===== src/design/assert_macros.svh =====
// ----------------------------------------------------------------------------
// Assertion macros
// Shared concurrent assertion forms, all sampled on the rising edge of clock
// and switched off while reset is high.
// ----------------------------------------------------------------------------
`ifndef ASSERT_MACROS_SVH
`define ASSERT_MACROS_SVH

// A property that must hold at every clock edge outside reset.
`define ASSERT_CHECK(lbl, prop, msg) \
   lbl: assert property (@(posedge clock) disable iff (reset) (prop)) else $error(msg);

// A condition that must be followed by another one in the next cycle.
`define ASSERT_NEXT(lbl, pre, post, msg) \
   lbl: assert property (@(posedge clock) disable iff (reset) (pre) |=> (post)) else $error(msg);

`endif


===== src/design/mpmr_pkg.sv =====
// ----------------------------------------------------------------------------
// Message reassembler package
// Transaction types, status codes, register indexes and reset values shared
// by the reassembler modules.
// ----------------------------------------------------------------------------
package mpmr_pkg;

   // Default size of the message store in bytes.
   localparam int MPMR_BUF_BYTES = 4096;

   // Lengths and counts go up to 65536, so they need 17 bits.
   localparam int LEN_W = 17;
   // Store write addresses: a count plus an offset inside a packet.
   localparam int WADDR_W = 18;

   // Register indexes of the configuration port.
   localparam int CSR_IDX_W = 2;
   localparam logic [CSR_IDX_W-1:0] CSR_HEADER_LENGTH = 2'd0;
   localparam logic [CSR_IDX_W-1:0] CSR_COMMAND_TYPE  = 2'd1;
   localparam logic [CSR_IDX_W-1:0] CSR_TIMEOUT_MS    = 2'd2;

   // Register reset values.
   localparam logic [7:0]  HEADER_LENGTH_RST = 8'd3;
   localparam logic [7:0]  COMMAND_TYPE_RST  = 8'd0;
   localparam logic [31:0] TIMEOUT_MS_RST    = 32'd1000;

   // Result status codes.
   localparam logic [2:0] ST_HDR_OK    = 3'd0;
   localparam logic [2:0] ST_HDR_BAD   = 3'd1;
   localparam logic [2:0] ST_TOO_LARGE = 3'd2;
   localparam logic [2:0] ST_APPENDED  = 3'd3;
   localparam logic [2:0] ST_SIZE_ERR  = 3'd4;
   localparam logic [2:0] ST_COMPLETE  = 3'd5;
   localparam logic [2:0] ST_READ      = 3'd6;

   // Input transaction.
   typedef struct packed {
      logic        func;
      logic [7:0]  data;
      logic        last_byte;
      logic [31:0] now_ms;
      logic [15:0] read_addr;
   } req_type;

   // Result transaction.
   typedef struct packed {
      logic [2:0]  status;
      logic        timed_out;
      logic [15:0] message_length;
      logic [15:0] received_length;
      logic [7:0]  read_data;
   } rsp_type;

   // Configuration register values.
   typedef struct packed {
      logic [7:0]  header_length;
      logic [7:0]  command_type;
      logic [31:0] timeout_ms;
   } cfg_type;

   // Store write request from the parser.
   typedef struct packed {
      logic               en;
      logic [WADDR_W-1:0] addr;
      logic [7:0]         data;
   } mem_wr_type;

   // Result produced by the parser for one accepted transaction.
   typedef struct packed {
      logic    valid;
      logic    is_read;
      logic    read_ok;
      rsp_type rsp;
   } ctrl_res_type;

endpackage


===== src/design/mpmr_ctrl.sv =====
// ----------------------------------------------------------------------------
// Reassembler packet parser
// Tracks the packet and message state, decides where each byte goes in the
// store and builds the result for every packet end and every read.
// ----------------------------------------------------------------------------
`include "assert_macros.svh"

module mpmr_ctrl import mpmr_pkg::*; #(
   parameter int BUF_BYTES = MPMR_BUF_BYTES
) (
   input  logic         clock,
   input  logic         reset,
   input  logic         req_fire,
   input  req_type      req,
   input  cfg_type      cfg,
   output mem_wr_type   mem_wr,
   output ctrl_res_type res
);

   localparam logic [LEN_W-1:0]   BUF_LEN  = LEN_W'(BUF_BYTES);
   localparam logic [WADDR_W-1:0] BUF_ADDR = WADDR_W'(BUF_BYTES);

   // Message and packet state.
   logic             recv_ff, recv_in;
   logic [7:0]       exp_ff, exp_in;
   logic [7:0]       limit_ff, limit_in;
   logic [7:0]       seen_ff, seen_in;
   logic [31:0]      last_ms_ff, last_ms_in;
   logic [LEN_W-1:0] decl_ff, decl_in;
   logic [LEN_W-1:0] stored_ff, stored_in;
   logic [8:0]       bip_ff, bip_in;
   logic [2:0][7:0]  hb_ff, hb_in;
   logic             pit_ff, pit_in;
   logic             pto_ff, pto_in;

   // Values as seen by the current byte.
   logic             first;
   logic [31:0]      gap;
   logic             to_now;
   logic             recv_e;
   logic [7:0]       exp_e, limit_e, seen_e;
   logic [LEN_W-1:0] decl_e, stored_e;
   logic             pit_e, pto_e;
   logic [2:0][7:0]  hb_e;
   logic [8:0]       len;
   logic             byte_op;
   logic [15:0]      prod;
   logic [LEN_W-1:0] hdr_len;
   logic             hdr_ok;
   logic [8:0]       seen_inc;
   logic [7:0]       seen_sat;
   logic             size_err;
   logic [LEN_W-1:0] stored_new;
   logic [WADDR_W-1:0] wr_addr;

   // Timeout check at the first byte of a packet; it clears the message.
   always_comb begin
      first    = (bip_ff == 9'd0);
      gap      = req.now_ms - last_ms_ff;
      to_now   = first && recv_ff && (gap > cfg.timeout_ms);
      recv_e   = to_now ? 1'b0 : recv_ff;
      exp_e    = to_now ? 8'd0 : exp_ff;
      limit_e  = to_now ? 8'd0 : limit_ff;
      seen_e   = to_now ? 8'd0 : seen_ff;
      decl_e   = to_now ? '0 : decl_ff;
      stored_e = to_now ? '0 : stored_ff;
      pit_e    = first ? !recv_e : pit_ff;
      pto_e    = first ? to_now : pto_ff;
      // Byte count saturates at 256.
      len      = bip_ff[8] ? bip_ff : bip_ff + 9'd1;
      byte_op  = req_fire && !req.func;
   end

   // The first three bytes of each packet are kept for header parsing.
   always_comb begin
      hb_e = hb_ff;
      if (bip_ff < 9'd3) begin
         hb_e[bip_ff[1:0]] = req.data;
      end
   end

   // Header and packet length arithmetic.
   always_comb begin
      prod       = 16'(hb_e[1]) * 16'(hb_e[2]);
      hdr_len    = LEN_W'(cfg.header_length) + LEN_W'(prod);
      hdr_ok     = (cfg.header_length >= 8'd3) && (len == {1'b0, cfg.header_length})
                   && (hb_e[0] == cfg.command_type);
      seen_inc   = {1'b0, seen_e} + 9'd1;
      seen_sat   = (seen_e == 8'hFF) ? seen_e : seen_inc[7:0];
      size_err   = (len > {1'b0, limit_e})
                   || ((len < {1'b0, limit_e}) && (seen_inc < {1'b0, exp_e}));
      stored_new = stored_e + LEN_W'(len);
   end

   // Store write: header candidates from address zero, payload behind the
   // bytes already stored; nothing past the packet size or the store.
   always_comb begin
      wr_addr     = pit_e ? WADDR_W'(bip_ff) : WADDR_W'(stored_e) + WADDR_W'(bip_ff);
      mem_wr.en   = byte_op && (pit_e || (bip_ff < {1'b0, limit_e})) && (wr_addr < BUF_ADDR);
      mem_wr.addr = wr_addr;
      mem_wr.data = req.data;
   end

   // Next state and result.
   always_comb begin
      recv_in    = recv_ff;
      exp_in     = exp_ff;
      limit_in   = limit_ff;
      seen_in    = seen_ff;
      last_ms_in = last_ms_ff;
      decl_in    = decl_ff;
      stored_in  = stored_ff;
      bip_in     = bip_ff;
      hb_in      = hb_ff;
      pit_in     = pit_ff;
      pto_in     = pto_ff;

      res                     = '0;
      res.read_ok             = ({2'b00, req.read_addr} < BUF_ADDR);
      res.rsp.timed_out       = pto_e;
      res.rsp.message_length  = decl_e[15:0];
      res.rsp.received_length = stored_e[15:0];

      if (req_fire && req.func) begin
         // A read leaves the state alone.
         res.valid               = 1'b1;
         res.is_read             = 1'b1;
         res.rsp.status          = ST_READ;
         res.rsp.timed_out       = 1'b0;
         res.rsp.message_length  = decl_ff[15:0];
         res.rsp.received_length = stored_ff[15:0];
      end else if (byte_op) begin
         recv_in   = recv_e;
         exp_in    = exp_e;
         limit_in  = limit_e;
         seen_in   = seen_e;
         decl_in   = decl_e;
         stored_in = stored_e;
         hb_in     = hb_e;
         pit_in    = pit_e;
         pto_in    = pto_e;
         bip_in    = len;

         if (req.last_byte) begin
            res.valid = 1'b1;
            bip_in    = 9'd0;
            pto_in    = 1'b0;
            if (pit_e) begin
               if (!hdr_ok) begin
                  res.rsp.status          = ST_HDR_BAD;
                  res.rsp.message_length  = '0;
                  res.rsp.received_length = '0;
               end else if (hdr_len > BUF_LEN) begin
                  res.rsp.status          = ST_TOO_LARGE;
                  res.rsp.message_length  = hdr_len[15:0];
                  res.rsp.received_length = '0;
               end else begin
                  recv_in    = (hb_e[1] != 8'd0);
                  exp_in     = hb_e[1];
                  limit_in   = hb_e[2];
                  seen_in    = 8'd0;
                  last_ms_in = req.now_ms;
                  decl_in    = hdr_len;
                  stored_in  = LEN_W'(cfg.header_length);
                  res.rsp.status          = (hb_e[1] == 8'd0) ? ST_COMPLETE : ST_HDR_OK;
                  res.rsp.message_length  = hdr_len[15:0];
                  res.rsp.received_length = {8'd0, cfg.header_length};
               end
            end else if (size_err) begin
               // Report the lengths, then drop the message.
               res.rsp.status = ST_SIZE_ERR;
               recv_in   = 1'b0;
               exp_in    = 8'd0;
               limit_in  = 8'd0;
               seen_in   = 8'd0;
               decl_in   = '0;
               stored_in = '0;
            end else begin
               stored_in  = stored_new;
               seen_in    = seen_sat;
               last_ms_in = req.now_ms;
               res.rsp.received_length = stored_new[15:0];
               if (seen_sat == exp_e) begin
                  recv_in        = 1'b0;
                  res.rsp.status = ST_COMPLETE;
               end else begin
                  res.rsp.status = ST_APPENDED;
               end
            end
         end
      end
   end

   // State registers.
   always_ff @(posedge clock) begin
      if (reset) begin
         recv_ff    <= 1'b0;
         exp_ff     <= '0;
         limit_ff   <= '0;
         seen_ff    <= '0;
         last_ms_ff <= '0;
         decl_ff    <= '0;
         stored_ff  <= '0;
         bip_ff     <= '0;
         hb_ff      <= '0;
         pit_ff     <= 1'b0;
         pto_ff     <= 1'b0;
      end else begin
         recv_ff    <= recv_in;
         exp_ff     <= exp_in;
         limit_ff   <= limit_in;
         seen_ff    <= seen_in;
         last_ms_ff <= last_ms_in;
         decl_ff    <= decl_in;
         stored_ff  <= stored_in;
         bip_ff     <= bip_in;
         hb_ff      <= hb_in;
         pit_ff     <= pit_in;
         pto_ff     <= pto_in;
      end
   end

   // A pending message never holds more than it declared, never declares
   // more than the store and always waits for at least one packet.
   `ASSERT_CHECK(a_bip_range, bip_ff <= 9'd256, "byte position beyond 256")
   `ASSERT_CHECK(a_stored_le_decl, !recv_ff || (stored_ff <= decl_ff), "stored past declared")
   `ASSERT_CHECK(a_decl_fits, !recv_ff || (decl_ff <= BUF_LEN), "declared length over store")
   `ASSERT_CHECK(a_exp_nonzero, !recv_ff || (exp_ff != 8'd0), "receiving with no packets")

endmodule


===== config.mk =====
export PLATFORM = sky130hd
export DESIGN_NAME = mpmr_ctrl
export DESIGN_NICKNAME = d
export VERILOG_FILES = /design/src/design/mpmr_pkg.sv /design/src/design/mpmr_ctrl.sv
export VERILOG_INCLUDE_DIRS = /design/src /design/src/design
export SDC_FILE = /design/constraint.sdc
export NUM_CORES = 1
export LEC_CHECK = 0
export ABC_AREA = 1
export BUFFER_PORTS_ARGS = -buffer_cell sky130_fd_sc_hd__buf_4
export CAP_MARGIN = 40
export CORE_MARGIN = 2
export CORE_UTILIZATION = 40
export CTS_BUF_LIST = sky130_fd_sc_hd__clkbuf_8
export DETAILED_ROUTE_END_ITERATION = 10
export PLACE_DENSITY_LB_ADDON = 0.2
export SLEW_MARGIN = 15
export SYNTH_ARGS = -nofsm -noshare
export SYNTH_HDL_FRONTEND = slang
export SYNTH_SLANG_ARGS = --single-unit

===== constraint.sdc =====
create_clock -name clock -period 16.35 [get_ports clock]
set_input_delay 4.905 -clock clock [delete_from_list [all_inputs] [get_ports clock]]
set_output_delay 4.905 -clock clock [all_outputs]
set_load 0.005 [all_outputs]

==> Yosys cells after proc, flatten, opt, wreduce, memory -nomap -nowiden <==
Cells that the tools add are included.
{ "totals": {"register_bits": 126, "input_bits": 109, "output_inout_bits": 74, "wordCells": 133} }
{ "classes": {"add_sub_neg": 6, "multipliers": 1, "n_lt_le_gt_ge": 12, "eq_ne": 7, "muxes": 74, "n_bitwise": 1, "reduce_logical": 19} }
{ "ops": {"columns": ["cell", "n"], "rows": [
  ["32-bit two-way mux", 8],
  ["17-bit two-way mux", 12],
  ["8-bit two-way mux", 21],
  ["16-bit two-way mux", 3],
  ["32-bit > comparator", 1],
  ["32-bit subtractor", 1],
  ["9-bit by 8-bit less-than comparator with 1-bit output", 3],
  ["3-bit two-way mux", 9],
  ["24-bit bitwise mux", 1],
  ["24-bit two-way mux", 1],
  ["17-bit by 9-bit adder with 18-bit output", 1],
  ["18-bit by 13-bit less-than comparator with 1-bit output (second input constant)", 1],
  ["18-bit two-way mux", 1],
  ["9-bit two-way mux", 2],
  ["17-bit by 9-bit adder with 17-bit output", 1],
  ["8-bit by 16-bit adder with 17-bit output", 1],
  ["17-bit by 13-bit > comparator with 1-bit output (second input constant)", 1],
  ["8-bit demux with 2-bit select", 1],
  ["8-bit equality test", 2],
  ["16-bit by 13-bit less-than comparator with 1-bit output (second input constant)", 1],
  ["8-bit by 8-bit multiplier with 16-bit output", 1],
  ["1-bit two-way mux", 15],
  ["1-bit logical AND", 10],
  ["8-bit by 1-bit adder with 9-bit output (second input constant)", 1],
  ["18 further kinds", 21]
]} }

==> Longest topological paths before layout <==
{ "logic_depth": {"ltp_word": 15, "depth_mapped": 50} }

==> Least setup slack after synthesis <==
Ideal clock, no wire load.
{ "synth_path": {"path_kind": "in2out", "from": "input req[16] (netlist name)", "to": "output mem_wr[26] (netlist name)", "arrival_time_ps": 11138, "required_ps": 11445, "slack_ps": 307, "stages": 43, "path_cell_list": "inv_1 -> ha_1 -> inv_1 -> fa_1 -> nand3_1 -> nand2_1 -> nand2_1 -> o211ai_1 -> a21boi_1 -> o21ai_0 -> a21boi_0 -> o21ai_1 -> nand3_1 -> o211ai_1 -> a21boi_1 -> o21ai_0 -> xor2_1 -> ha_1 -> [... 7 more ...] -> buf_1 -> nand2_1 -> fa_1 -> o21ai_0 -> nand3_1 -> nand2_1 -> a21oi_1 -> o21bai_1 -> nand2_1 -> a21oi_1 -> nand2_1 -> nor2_1 -> nand2_1 -> nor2_1 -> nand2_1 -> nand3_1 -> nand3_1 -> nor2_1"} }
{ "synth_lines": {"columns": ["element", "line_no", "text"], "rows": [
  ["from (decl)", "mpmr_ctrl.sv:14", "input req_type req,"],
  ["to (decl)", "mpmr_ctrl.sv:16", "output mem_wr_type mem_wr,"]
]} }

==> impl_results.md <==
* Core area at 35300 um^2
* Required arrival time at the worst endpoint at 11440 ps
* Worst min path class: register to register
* Wire per inst at 16.4 um
* Worst supply voltage drop on vdd at 0.0562 mV
* Count of cell types in the netlist at 55
* Max Fanout on Critical Path at 4
* Number of max-cap violations at 0
* Horiz. Die Dim at 193 um
* Measured slew at the worst slew-check pin at 823 ps
* Number of standard-cell rows in the floorplan at 69
* Hold slack final at 460 ps
* Ports at 183
* Element type at the critical path end: output pin
* Via count of the first global-routing pass at 14440
* Leading area contributor after synthesis: sky130_fd_sc_hd__dfxtp_1
* Post-synthesis sequential element count at 125
* CP Launch Type: input port
* Floorplan die height at 193 um
* Prevailing post-synth register cell: sky130_fd_sc_hd__dfxtp_1
* # DRC at 0
* Insertion delay to the later sink of the worst-skew pair at 490 ps
* Buf/Inv on CP at 12
* Net count, final at 2759
* CP top delay family: simple AND/OR/NAND/NOR gates
* PortBufs at 162
* Max-slew violation count at 0
* Count of flip-flops with a built-in enable after synthesis at 0
* CTS H-tree depth at 4
* Max Root-Sink Buffers at 2
* Top cell type's share of synthesized area at 17.6%
* Detail Route Antenna Nets at 0
* Number of sinks on the clock net at 125
* Clock transition at the registers of the reported paths at 70 ps
* Peak per-stage delay on the critical path at 360 ps
* Starting density of the core at 40.3%
* Period utilisation layout at 97.2%
* Shortest period the worst path allows at 15900 ps
* Top cells by area, synth: sky130_fd_sc_hd__dfxtp_1, sky130_fd_sc_hd__ha_1, sky130_fd_sc_hd__nand2_1, sky130_fd_sc_hd__inv_1, sky130_fd_sc_hd__a21oi_1
* Crit path DAT at 10990 ps
* Commonest non-fill, non-tap cell in the layout: sky130_fd_sc_hd__nand2_1
* RD Place Congestion at 0.945
* Yosys warnings at 0
* TritonCTS clock tree: yes
* Fraction of final layout cells with drive strength greater than 1 at 18.9%
* Number of buffers added by the clock tree synthesis step at 17
* Timing-limited maximum frequency at 0.0629 GHz
* Full die area at 37100 um^2
* Post-DP HPWL at 36300 um
* Most frequent cells in the layout: sky130_fd_sc_hd__nand2_1, sky130_fd_sc_hd__buf_4, sky130_fd_sc_hd__inv_1
* Origin of the worst min-delay path: last_ms_ff[25]
* Inst Count DP at 2882
* Syn Std Cell Area at 14200 um^2
* Post-Route Setup TNS at 0 ps
* Final Hold Vio Count at 0
* Clock tree root driver cell: sky130_fd_sc_hd__clkbuf_8
* Area added between synthesis and finish at 23.8%
* Length of the first detailed-routing pass in iterations at 8
* Diodes inserted at 0
* Total of fill cells in the finished design at 3658
* GRT Residual Overflow at 0
* Count of placed standard cells in the final layout, fillers left out at 2929
* Antenna violations before repair at 0
* Cell mode on critical path: sky130_fd_sc_hd__nand2_1
* Gate count of the mapped netlist at 2195
* Vias per Instance at 5.29
* Sequential element share of the synthesized area at 17.6%
* Global-route wire length before repair at 75500 um
* Setup slack on the worst flop-to-flop path at 7700 ps
* Share of flip-flops with an asynchronous set or reset after synthesis at 0%
* Largest net degree at the start of global routing at 85
* Global-route usage over all layers at 26.0%
* Total via count in the routed design at 15506
* Startpoint of the worst register-to-register path: bip_ff[1]
* Worst clock skew at 20.4 ps
* Power per unit of standard cell area at 54.8 nW/um^2
* Slowest library cell on the worst path: sky130_fd_sc_hd__fa_2
* Classification of the worst setup path: input port to output pin
* Setup repair after global routing missed its margin: true
* Launching instance or port of the critical path: req[16]
* Mean cell area of the mapped netlist at 6.48 um^2
* Aggregate routed wire length at 48000 um
* Post-CTS Hold Buffers at 0
* Leakage power at 8.87 nW
* Final setup vio count at 0
* Worst rel slew slack at 45.1%
* Status: finished clean
* Iteration-0 DRC Markers at 1207
[power breakdown]
| part | internal, mW | leakage (nW) | switching, mW | total, mW |
|---|---|---|---|---|
| logic | 0.144 | 7.67 | 0.220 | 0.363 |
| registers | 0.314 | 1.02 | 0.00507 | 0.319 |
| clock network | 0.134 | 0.185 | 0.148 | 0.282 |
| total | 0.592 | 8.87 | 0.373 | 0.965 |
[what timing repair did]
action	CTS	global route
pin swaps	2	41
buffers inserted	0	13
resized for setup	14	89
gates cloned	0	1
setup endpoints to repair	23	26
[path summary, 6_finish.rpt]
kind / to / cells past startpoint
max: res[42] / 51
max reg2reg: last_ms_ff[1] / 29
min reg2reg: last_ms_ff[25] / 2
min: last_ms_ff[25] / 2
[registers in the layout, summed over array words and instances (netlist names)]
name	count
pit_ff	1
recv_ff	1
hb_ff	24
exp_ff	8
bip_ff	9
seen_ff	8
last_ms_ff	32
stored_ff	17
decl_ff	16
pto_ff	1
limit_ff	8
[tightest hold or removal path: cells and delay by family (launching register included)]
kind	cells	cell delay [ps]
flip-flops	1	300
AO/OA/AOI/OAI	1	50
buffers and inverters	1	60
[area by class of cell]
| type | instances | area [um^2] | share of cell area, % |
|---|---|---|---|
| clock buffers | 17 | 234 | 1.33 |
| clock inverters | 15 | 151 | 0.860 |
| inverters | 334 | 1260 | 7.14 |
| multi-input cells | 1652 | 10400 | 59.0 |
| flip-flops and latches | 125 | 2500 | 14.2 |
| well taps | 461 | 577 | 3.28 |
| repair buffers | 325 | 2500 | 14.2 |
[metrics by stage]
step                      area, um^2  utilization, %  worst slack, ps  power [mW]
after CTS                      17100            48.6             53.4       0.956
final                          17600            49.9              450       0.965
after global placement         16700            47.3             -165       0.663
after global routing           17600            49.9            -99.0        1.02
after detailed placement       16700            47.4             -274       0.669
after floorplan                14200               -              307       0.541
[cell families after synthesis]
kind of cell	synth area share, %
multiplexers	1.50
buffers and inverters	11.9
other	0.0264
AND/OR/NAND/NOR	26.8
XOR/XNOR	4.37
AO/OA/AOI/OAI	18.2
adder cells (fa/ha/maj)	19.6
flip-flops	17.6
[Yosys cell counts (34+ instances only)]
library cell and number:
sky130_fd_sc_hd__a21oi_1 212, sky130_fd_sc_hd__fa_1 47, sky130_fd_sc_hd__clkbuf_1 45, sky130_fd_sc_hd__o21ai_1 37, sky130_fd_sc_hd__dfxtp_1 125, sky130_fd_sc_hd__xor2_1 51
sky130_fd_sc_hd__nand2_1 485, sky130_fd_sc_hd__ha_1 148, sky130_fd_sc_hd__nand3_1 148, sky130_fd_sc_hd__nand4_1 34, sky130_fd_sc_hd__o21ai_0 108, sky130_fd_sc_hd__nor2_1 166
sky130_fd_sc_hd__inv_1 323
[per-layer routing]
metal	up-vias	global-route usage, %	part of all wire [%]
li1	7728	-	-
met1	7222	35.3	46
met2	502	42.7	46
met3	54	3.64	6.2
met4	0	7.63	1.8
met5	-	0	0
(Power assumes the default switching activity.)
